--- src/rtl/core/char_lcd_nibble_writer_top_assert.svh ---
// Assertion macros shared by the display writer RTL.
// Each macro expects signals named clk and rst_n in the using module.
`ifndef CHAR_LCD_NIBBLE_WRITER_TOP_ASSERT_SVH
`define CHAR_LCD_NIBBLE_WRITER_TOP_ASSERT_SVH

// Same-cycle implication.
`define CHLCD_ASSERT_IMP(label, ante, cons, msg) \
    label: assert property (@(posedge clk) disable iff (!rst_n) (ante) |-> (cons)) \
        else $error(msg);

// Next-cycle implication.
`define CHLCD_ASSERT_NXT(label, ante, cons, msg) \
    label: assert property (@(posedge clk) disable iff (!rst_n) (ante) |=> (cons)) \
        else $error(msg);

`endif

--- src/rtl/core/chlcd_pkg.sv ---
// ----------------------------------------------------------------------------
// chlcd_pkg
// Types, constants and result-building functions for the display writer.
// ----------------------------------------------------------------------------
package chlcd_pkg;

    localparam int DISPLAY_LINES = 2;

    localparam int LEN_W   = 6;
    localparam int NWAIT_W = 10;
    localparam int BWAIT_W = 14;
    localparam int COL_W   = 7;
    localparam int STEP_W  = 4;
    localparam int IDX_W   = 2;
    localparam int CDATA_W = 14;
    localparam int WBEF_W  = 16;
    localparam int WAFT_W  = 15;

    // Input request codes
    localparam logic [1:0] CMD_COMMAND = 2'd0;
    localparam logic [1:0] CMD_CHAR    = 2'd1;
    localparam logic [1:0] CMD_INIT    = 2'd2;
    localparam logic [1:0] CMD_NONE    = 2'd3;

    // Configuration register indexes
    localparam logic [IDX_W-1:0] CFG_LINE_LENGTH = 2'd0;
    localparam logic [IDX_W-1:0] CFG_NIBBLE_WAIT = 2'd1;
    localparam logic [IDX_W-1:0] CFG_BYTE_WAIT   = 2'd2;

    localparam logic [LEN_W-1:0]   LINE_LENGTH_RST = 6'd16;
    localparam logic [NWAIT_W-1:0] NIBBLE_WAIT_RST = 10'd10;
    localparam logic [BWAIT_W-1:0] BYTE_WAIT_RST   = 14'd100;

    localparam logic [7:0] LINE2_ADDR = 8'hC0;
    localparam logic [7:0] CLEAR_CMD  = 8'h01;
    localparam logic [7:0] HOME_CMD   = 8'h02;
    localparam logic [7:0] FUNC_SET   = 8'h28;
    localparam logic [7:0] DISP_ON    = 8'h0E;

    localparam logic [WBEF_W-1:0] POWERUP_WAIT_US  = 16'd35000;
    localparam logic [WAFT_W-1:0] SLOW_CMD_WAIT_US = 15'd2000;

    typedef enum logic [2:0] {
        MODE_INIT = 3'd0,
        MODE_CMD  = 3'd1,
        MODE_CHAR = 3'd2,
        MODE_WRAP = 3'd3,
        MODE_DROP = 3'd4
    } mode_t;

    typedef struct packed {
        logic [LEN_W-1:0]   line_length;
        logic [NWAIT_W-1:0] nibble_wait_us;
        logic [BWAIT_W-1:0] byte_wait_us;
    } cfg_t;

    typedef struct packed {
        mode_t      mode;
        logic [7:0] value;
    } plan_t;

    typedef struct packed {
        logic              kind;
        logic              reg_select;
        logic [3:0]        nibble;
        logic [WBEF_W-1:0] wait_before_us;
        logic [WAFT_W-1:0] wait_after_us;
        logic              last;
    } result_t;

    function automatic logic [STEP_W-1:0] result_count(mode_t m);
        logic [STEP_W-1:0] n;
        case (m)
            MODE_INIT: n = 4'd12;
            MODE_CMD:  n = 4'd2;
            MODE_CHAR: n = 4'd2;
            MODE_WRAP: n = 4'd4;
            default:   n = 4'd1;
        endcase
        return n;
    endfunction

    function automatic logic [7:0] init_byte(logic [2:0] idx);
        logic [7:0] b;
        case (idx)
            3'd0, 3'd1, 3'd2: b = FUNC_SET;
            3'd3:             b = DISP_ON;
            3'd4:             b = HOME_CMD;
            3'd5:             b = CLEAR_CMD;
            default:          b = FUNC_SET;
        endcase
        return b;
    endfunction

    // One bus transfer for the given step of a planned request
    function automatic result_t make_result(plan_t p, logic [STEP_W-1:0] step, cfg_t c);
        logic [7:0]        b;
        logic              rs;
        logic [WAFT_W-1:0] extra;
        result_t           r;
        r     = '0;
        b     = p.value;
        rs    = 1'b0;
        extra = '0;
        case (p.mode)
            MODE_INIT:
            begin
                b = init_byte(step[3:1]);
                if (b == HOME_CMD || b == CLEAR_CMD)
                begin
                    extra = SLOW_CMD_WAIT_US;
                end
            end
            MODE_CHAR: rs = 1'b1;
            MODE_WRAP:
            begin
                if (!step[1])
                begin
                    b = LINE2_ADDR;
                end
                else
                begin
                    rs = 1'b1;
                end
            end
            default: ;
        endcase
        if (p.mode == MODE_DROP)
        begin
            r.kind = 1'b1;
        end
        else
        begin
            r.reg_select     = rs;
            r.nibble         = step[0] ? b[3:0] : b[7:4];
            r.wait_before_us = (p.mode == MODE_INIT && step == '0) ? POWERUP_WAIT_US : '0;
            r.wait_after_us  = step[0]
                ? (WAFT_W'(c.nibble_wait_us) + WAFT_W'(c.byte_wait_us) + extra)
                : WAFT_W'(c.nibble_wait_us);
        end
        r.last = (step == result_count(p.mode) - 4'd1);
        return r;
    endfunction

endpackage

--- src/rtl/core/chlcd_cfg_regs.sv ---
// ----------------------------------------------------------------------------
// chlcd_cfg_regs
// Configuration register file: line length and bus wait times.
// ----------------------------------------------------------------------------
module chlcd_cfg_regs (
    input  logic                        clk,
    input  logic                        rst_n,
    input  logic                        cfg_valid,
    output logic                        cfg_ready,
    input  logic [chlcd_pkg::IDX_W-1:0] cfg_index,
    input  logic [chlcd_pkg::CDATA_W-1:0] cfg_data,
    output chlcd_pkg::cfg_t             cfg
);
    import chlcd_pkg::*;

    cfg_t cfg_reg;
    cfg_t cfg_next;

    assign cfg_ready = 1'b1;
    assign cfg       = cfg_reg;

    always_comb
    begin
        cfg_next = cfg_reg;
        if (cfg_valid)
        begin
            unique case (cfg_index)
                CFG_LINE_LENGTH: cfg_next.line_length    = cfg_data[LEN_W-1:0];
                CFG_NIBBLE_WAIT: cfg_next.nibble_wait_us = cfg_data[NWAIT_W-1:0];
                CFG_BYTE_WAIT:   cfg_next.byte_wait_us   = cfg_data[BWAIT_W-1:0];
                default: ;  // unknown index: ignored
            endcase
        end
    end

    always_ff @(posedge clk or negedge rst_n)
    begin
        if (!rst_n)
        begin
            cfg_reg.line_length    <= LINE_LENGTH_RST;
            cfg_reg.nibble_wait_us <= NIBBLE_WAIT_RST;
            cfg_reg.byte_wait_us   <= BYTE_WAIT_RST;
        end
        else
        begin
            cfg_reg <= cfg_next;
        end
    end

endmodule

--- src/rtl/core/chlcd_planner.sv ---
// ----------------------------------------------------------------------------
// chlcd_planner
// Request register: classifies each request and tracks the column count.
// ----------------------------------------------------------------------------
`include "char_lcd_nibble_writer_top_assert.svh"

module chlcd_planner (
    input  logic              clk,
    input  logic              rst_n,
    input  logic              in_valid,
    output logic              in_stall,
    input  logic [1:0]        cmd,
    input  logic [7:0]        value,
    input  chlcd_pkg::cfg_t   cfg,
    input  logic              seq_done,
    output logic              plan_valid,
    output chlcd_pkg::plan_t  plan
);
    import chlcd_pkg::*;

    logic             plan_valid_reg;
    logic             plan_valid_next;
    plan_t            plan_reg;
    plan_t            plan_next;
    logic [COL_W-1:0] column_count_reg;
    logic [COL_W-1:0] column_count_next;
    logic [COL_W-1:0] capacity;
    logic             full;
    logic             wrap;
    logic             accept;

    assign in_stall   = plan_valid_reg && !seq_done;
    assign accept     = in_valid && !in_stall;
    assign plan_valid = plan_valid_reg;
    assign plan       = plan_reg;

    assign capacity = COL_W'(DISPLAY_LINES) * {1'b0, cfg.line_length};
    assign full     = column_count_reg >= capacity;
    assign wrap     = (DISPLAY_LINES == 2) && (column_count_reg == {1'b0, cfg.line_length});

    always_comb
    begin
        plan_valid_next   = plan_valid_reg && !seq_done;
        plan_next         = plan_reg;
        column_count_next = column_count_reg;
        if (accept)
        begin
            plan_valid_next = (cmd != CMD_NONE);
            plan_next.value = value;
            case (cmd)
                CMD_INIT:
                begin
                    plan_next.mode    = MODE_INIT;
                    column_count_next = '0;
                end
                CMD_COMMAND:
                begin
                    plan_next.mode = MODE_CMD;
                    if (value == CLEAR_CMD)
                    begin
                        column_count_next = '0;
                    end
                end
                CMD_CHAR:
                begin
                    if (full)
                    begin
                        plan_next.mode = MODE_DROP;
                    end
                    else
                    begin
                        plan_next.mode    = wrap ? MODE_WRAP : MODE_CHAR;
                        column_count_next = column_count_reg + 7'd1;
                    end
                end
                default: ;
            endcase
        end
    end

    always_ff @(posedge clk or negedge rst_n)
    begin
        if (!rst_n)
        begin
            plan_valid_reg   <= 1'b0;
            column_count_reg <= '0;
        end
        else
        begin
            plan_valid_reg   <= plan_valid_next;
            column_count_reg <= column_count_next;
        end
    end

    always_ff @(posedge clk)
    begin
        plan_reg <= plan_next;
    end

    `CHLCD_ASSERT_NXT(a_init_clears_count, accept && cmd == CMD_INIT, column_count_reg == '0, "init did not clear column count")
    `CHLCD_ASSERT_IMP(a_empty_never_stalls, !plan_valid_reg, !in_stall, "stall while request register empty")
    `CHLCD_ASSERT_NXT(a_busy_plan_holds, plan_valid_reg && !seq_done, plan_valid_reg && $stable(plan_reg), "pending request changed")

endmodule

--- src/rtl/core/chlcd_sequencer.sv ---
// ----------------------------------------------------------------------------
// chlcd_sequencer
// Steps through the transfers of a request into the result register.
// ----------------------------------------------------------------------------
`include "char_lcd_nibble_writer_top_assert.svh"

module chlcd_sequencer (
    input  logic                clk,
    input  logic                rst_n,
    input  logic                plan_valid,
    input  chlcd_pkg::plan_t    plan,
    input  chlcd_pkg::cfg_t     cfg,
    output logic                seq_done,
    output logic                out_valid,
    input  logic                out_stall,
    output chlcd_pkg::result_t  result
);
    import chlcd_pkg::*;

    logic [STEP_W-1:0] step_reg;
    logic [STEP_W-1:0] step_next;
    logic              out_valid_reg;
    logic              out_valid_next;
    result_t           out_reg;
    result_t           res;
    logic              emit;

    assign res      = make_result(plan, step_reg, cfg);
    assign emit     = plan_valid && (!out_valid_reg || !out_stall);
    assign seq_done = emit && res.last;

    assign out_valid = out_valid_reg;
    assign result    = out_reg;

    always_comb
    begin
        step_next      = step_reg;
        out_valid_next = out_valid_reg && out_stall;
        if (emit)
        begin
            out_valid_next = 1'b1;
            step_next      = res.last ? '0 : step_reg + 4'd1;
        end
    end

    always_ff @(posedge clk or negedge rst_n)
    begin
        if (!rst_n)
        begin
            step_reg      <= '0;
            out_valid_reg <= 1'b0;
        end
        else
        begin
            step_reg      <= step_next;
            out_valid_reg <= out_valid_next;
        end
    end

    always_ff @(posedge clk)
    begin
        if (emit)
        begin
            out_reg <= res;
        end
    end

    `CHLCD_ASSERT_IMP(a_step_in_range, plan_valid, step_reg < result_count(plan.mode), "step past end of request")
    `CHLCD_ASSERT_IMP(a_drop_is_last, out_valid_reg && out_reg.kind, out_reg.last, "drop report not last")
    `CHLCD_ASSERT_NXT(a_step_rewinds, seq_done, step_reg == '0, "step did not rewind after last transfer")

endmodule

--- src/rtl/core/char_lcd_nibble_writer_top.sv ---
// ----------------------------------------------------------------------------
// char_lcd_nibble_writer_top
// Two-line character display writer for a 4-bit bus.
// ----------------------------------------------------------------------------
// Each request becomes a run of bus transfers, one per cycle on the result
// channel unless it stalls: a command byte or character gives 2 transfers, a
// character that follows a full line one gives 4 (line-two address first),
// initialize gives 12, a character on a full display gives one drop report.
// The sequencer moves one transfer per cycle into the result register while
// the result channel does not stall; the next request is taken in the same
// cycle that the last transfer of the current one is loaded. A request with
// the unused code is taken and gives no transfer. Configuration writes are
// always ready and take effect at the next cycle; write them only while the
// writer is idle.
// ----------------------------------------------------------------------------
module char_lcd_nibble_writer_top (
    input  logic                             clk,
    input  logic                             rst_n,
    // request channel
    input  logic                             in_valid,
    output logic                             in_stall,
    input  logic [1:0]                       cmd,
    input  logic [7:0]                       value,
    // transfer channel
    output logic                             out_valid,
    input  logic                             out_stall,
    output logic                             kind,
    output logic                             reg_select,
    output logic [3:0]                       nibble,
    output logic [chlcd_pkg::WBEF_W-1:0]     wait_before_us,
    output logic [chlcd_pkg::WAFT_W-1:0]     wait_after_us,
    output logic                             last,
    // configuration write
    input  logic                             cfg_valid,
    output logic                             cfg_ready,
    input  logic [chlcd_pkg::IDX_W-1:0]      cfg_index,
    input  logic [chlcd_pkg::CDATA_W-1:0]    cfg_data
);
    import chlcd_pkg::*;

    cfg_t    cfg;
    plan_t   plan;
    logic    plan_valid;
    logic    seq_done;
    result_t result;

    // register file: line length, per-nibble and per-byte waits
    chlcd_cfg_regs u_cfg (
        .clk       (clk),
        .rst_n     (rst_n),
        .cfg_valid (cfg_valid),
        .cfg_ready (cfg_ready),
        .cfg_index (cfg_index),
        .cfg_data  (cfg_data),
        .cfg       (cfg)
    );

    // request register; decides wrap/drop against the column count at intake
    chlcd_planner u_planner (
        .clk        (clk),
        .rst_n      (rst_n),
        .in_valid   (in_valid),
        .in_stall   (in_stall),
        .cmd        (cmd),
        .value      (value),
        .cfg        (cfg),
        .seq_done   (seq_done),
        .plan_valid (plan_valid),
        .plan       (plan)
    );

    // emits one transfer per cycle into the result register unless the result channel stalls
    chlcd_sequencer u_seq (
        .clk        (clk),
        .rst_n      (rst_n),
        .plan_valid (plan_valid),
        .plan       (plan),
        .cfg        (cfg),
        .seq_done   (seq_done),
        .out_valid  (out_valid),
        .out_stall  (out_stall),
        .result     (result)
    );

    assign kind           = result.kind;
    assign reg_select     = result.reg_select;
    assign nibble         = result.nibble;
    assign wait_before_us = result.wait_before_us;
    assign wait_after_us  = result.wait_after_us;
    assign last           = result.last;

endmodule
--- config.mk ---
export PLATFORM = sky130hd
export DESIGN_NAME = char_lcd_nibble_writer_top
export DESIGN_NICKNAME = d
export VERILOG_FILES = /design/src/rtl/core/chlcd_pkg.sv /design/src/rtl/core/chlcd_cfg_regs.sv /design/src/rtl/core/chlcd_planner.sv /design/src/rtl/core/chlcd_sequencer.sv /design/src/rtl/core/char_lcd_nibble_writer_top.sv
export VERILOG_INCLUDE_DIRS = /design/src /design/src/rtl/core
export SDC_FILE = /design/constraint.sdc
export NUM_CORES = 1
export LEC_CHECK = 0
export BUFFER_PORTS_ARGS = -buffer_cell sky130_fd_sc_hd__buf_2
export CAP_MARGIN = 20
export CORE_AREA = 8 8 102 104
export CTS_CLUSTER_SIZE = 14
export DETAILED_ROUTE_END_ITERATION = 8
export DIE_AREA = 0 0 110 112
export PLACE_DENSITY = 0.79
export SLEW_MARGIN = 0
export SYNTH_ARGS = -nofsm -noshare
export SYNTH_HDL_FRONTEND = slang
export SYNTH_HIERARCHICAL = 1
export SYNTH_SLANG_ARGS = --single-unit
--- constraint.sdc ---
create_clock -name clk -period 8.47 [get_ports clk]
set_clock_uncertainty 0.2 [all_clocks]
set_input_delay 0.847 -clock clk [delete_from_list [all_inputs] [get_ports clk]]
set_output_delay 0.847 -clock clk [all_outputs]
set_load 0.01 [all_outputs]
==> run_results.csv <==
group,metric,value,unit
placed_design,hpwl,7250,um
placed_design,pre_cts_ws,4400,ps
pwr,p_per_area,311,nW/um^2
cts,ctsResizeCount,0,
cts,post-cts-setup-buffers,0,
synthesis,yosys_warnings,6,
layout,largest_register_ff_count,30,
cts,cts.sinks,77,
status,run_status,"complete, no violations",
pwr,power_switching_share,0.396,
die,dieArea,12300,sq um
drt,wire_per_inst,16.8,um
timing,finalHoldViolations,0,
synthesis,syn_area_per_cell,11.3,sq um
flow_run,drv_cap,0,
pwr,combPwrFrac,0.427,
synthesis,syn_inst,409,
critical_path,worstSetupPathType,"flip-flop to flip-flop",
die,die_w,110,um
cts,cts_hold_buf,0,
pwr,leakage,2.25,nW
placed_design,port-buffer-count,60,
die,io_pins,72,
drt,drc,0,
synthesis,synth-seq-area-share,0.455,
critical_path,critPathArrivalTime,4010,ps
pwr,seqPwrFrac,0.399,
worst_hold_path,worstHoldPathType,"flip-flop to flip-flop",
critical_path,required,8360,ps
pwr,intPower,0.000962,W
timing,whs,310,ps
grt,antenna_found_initial,0,
cts,clkTransAtPathRegs,80,ps
layout,final_nets,524,
synthesis,syn_area,4630,sq um
grt,grtUsageTotal,0.161,
synthesis,synth-async-reset-ratio,0.558,
drt,via_count,3309,
timing,setup_viol_count_final,0,
critical_path,start_kind,"flip-flop",
synthesis,ys_ff_latch,77,
timing,rsz0062_at_grt,"no",
drt,dr.pass1.iters,5,
pwr,total_power,0.00159,W
timing,maxSlewHeadroom,0.345,
layout,area_growth,10.5,%
timing,worst_pin_slew,983,ps
grt,grt_pass1_wl,15800,um
synthesis,synth-edff-count,34,
layout,final_cell_mix,"60 x buf_2, 37 x dfrtp_1, 34 x edfxtp_1",
layout,nFillCells,768,
pwr,power_frac_clock,0.174,
layout,drive_gt1_frac,0.266,
grt,overflow,0,
drt,viasPerCell,5.73,
drt,initialDrtViolationCount,131,
critical_path,cp_max_fo,8,
drt,ant_nets,0,
cts,clockBufferDepth,2,
die,die_h,112,um
timing,setup_tns,0,ps
critical_path,end_kind,"flip-flop",
placed_design,gp_congestion,0.875,
cts,cts_made_buffers,9,
die,rows,35,
layout,final_common_cell,"buf_2",
timing,fin_ws,4350,ps
layout,diodes,0,
die,initial_core_util,0.521,
cts,clk_latency,350,ps
cts,htree_levels,3,
synthesis,synth_cell_types,68,
timing,fin_crit,4120,ps
pwr,p_sw,0.000631,W
pwr,irDropWorstVdd,0.000132,V
timing,fin_crit_sh,0.486,
drt,drt-total-wl,9680,um
die,core_area,8890,sq um
grt,grt_max_degree,44,
timing,slew_violations,0,
synthesis,ys.flop_type,"dfrtp_1",
cts,cts_tree,"yes",
timing,achievable-frequency,243,MHz
grt,grt_pass1_vias,3395,
cts,clockRootBuffer,"clkbuf_8",
[Yosys cell counts (all sizes together), types with 5 or more instances]
library cell / count / area, sq um
dfrtp: 37 / 926
edfxtp: 34 / 1020
mux2: 30 / 375
nand2: 27 / 109
ha: 26 / 325
buf: 25 / 196
inv: 25 / 93.8
a21oi: 22 / 110
o21ai: 19 / 95.1
nand3: 12 / 60.1
nor2: 12 / 45.0
nor3: 11 / 60.1
mux2i: 7 / 70.1
nand2b: 7 / 51.3
xor2: 7 / 61.3
a21o: 6 / 45.0
dfstp: 6 / 158
fa: 6 / 120
nand4: 6 / 37.5
xnor2: 6 / 52.6
nor4b: 5 / 43.8
o211ai: 5 / 37.5
[logic make-up (layout without fill, tap and decap cells)]
group | count (synthesis) | after routing | synth area share
xor gates and xnor gates | 13 | 13 | 0.0246
muxes | 37 | 37 | 0.0962
and+or+nand+nor | 110 | 110 | 0.139
other | 2 | 11 | 0.00162
AOI/OAI and AO/OA | 83 | 83 | 0.121
buffers and inverters | 55 | 103 | 0.0670
adders and majority gates | 32 | 32 | 0.0962
DFF | 77 | 77 | 0.455
[critical path, cell delays in order, from the launching register on]
cell,delay (ps)
edfxtp_1,480
or3_1,470
nor2_1,520
inv_1,190
fa_1,510
inv_1,40
ha_1,350
a21o_1,190
a21oi_1,290
a21oi_1,130
mux2i_1,130
a311o_1,340
[metrics by stage]
step	instance area, sq um	utilization	cells
after floorplan	4660	-	418
after global placement	4890	0.550	560
after detailed placement	4890	0.550	560
after CTS	5090	0.573	576
after global routing	5120	0.576	577
final	5120	0.576	577
[power by group through the flow]
| stage | Sequential (W) | Clock, W | Combinational, W |
|---|---|---|---|
| global route | 0.000653 | 0.000299 | 0.000759 |
| finish | 0.000635 | 0.000277 | 0.000681 |
| detailed placement | 0.000643 | 0 | 0.000664 |
| global placement | 0.000638 | 0 | 0.000639 |
| CTS | 0.000636 | 0.000287 | 0.000669 |
| floorplan | 0.000625 | 0 | 0.000504 |
[area by class of cell]
class / instances / area [sq um] / area share
multi-input cells: 286 / 2250 / 0.439
flip-flops and latches: 77 / 2100 / 0.411
clock buffers: 9 / 124 / 0.0242
well taps: 111 / 139 / 0.0271
inverters: 26 / 98.8 / 0.0193
repair buffers: 61 / 328 / 0.0641
clock inverters: 7 / 75.1 / 0.0147
[worst paths after layout]
check	from	end	cells after the start	slack [ps]
worst max register to register	u_planner/plan[9]	u_seq/result[9]	11	4350
worst max-delay path	u_planner/plan[9]	u_seq/result[9]	11	4350
min in group asynchronous	rst_n	u_cfg/cfg[8]	1	460
worst min-delay path	u_planner/plan_valid	u_seq/out_valid	1	310
max in group asynchronous	rst_n	u_cfg/cfg[27]	1	7010
worst min register to register	u_planner/plan_valid	u_seq/out_valid	1	310
[layer usage]
metal  vias up  GRT usage  routed length [um]
li1       1579          -                   -
met1      1613      0.201                4040
met2       103      0.262                4900
met3        14     0.0289                 587
met4         0     0.0748                 160
met5         -          0                   0
Power figures use the tool's default switching activity.
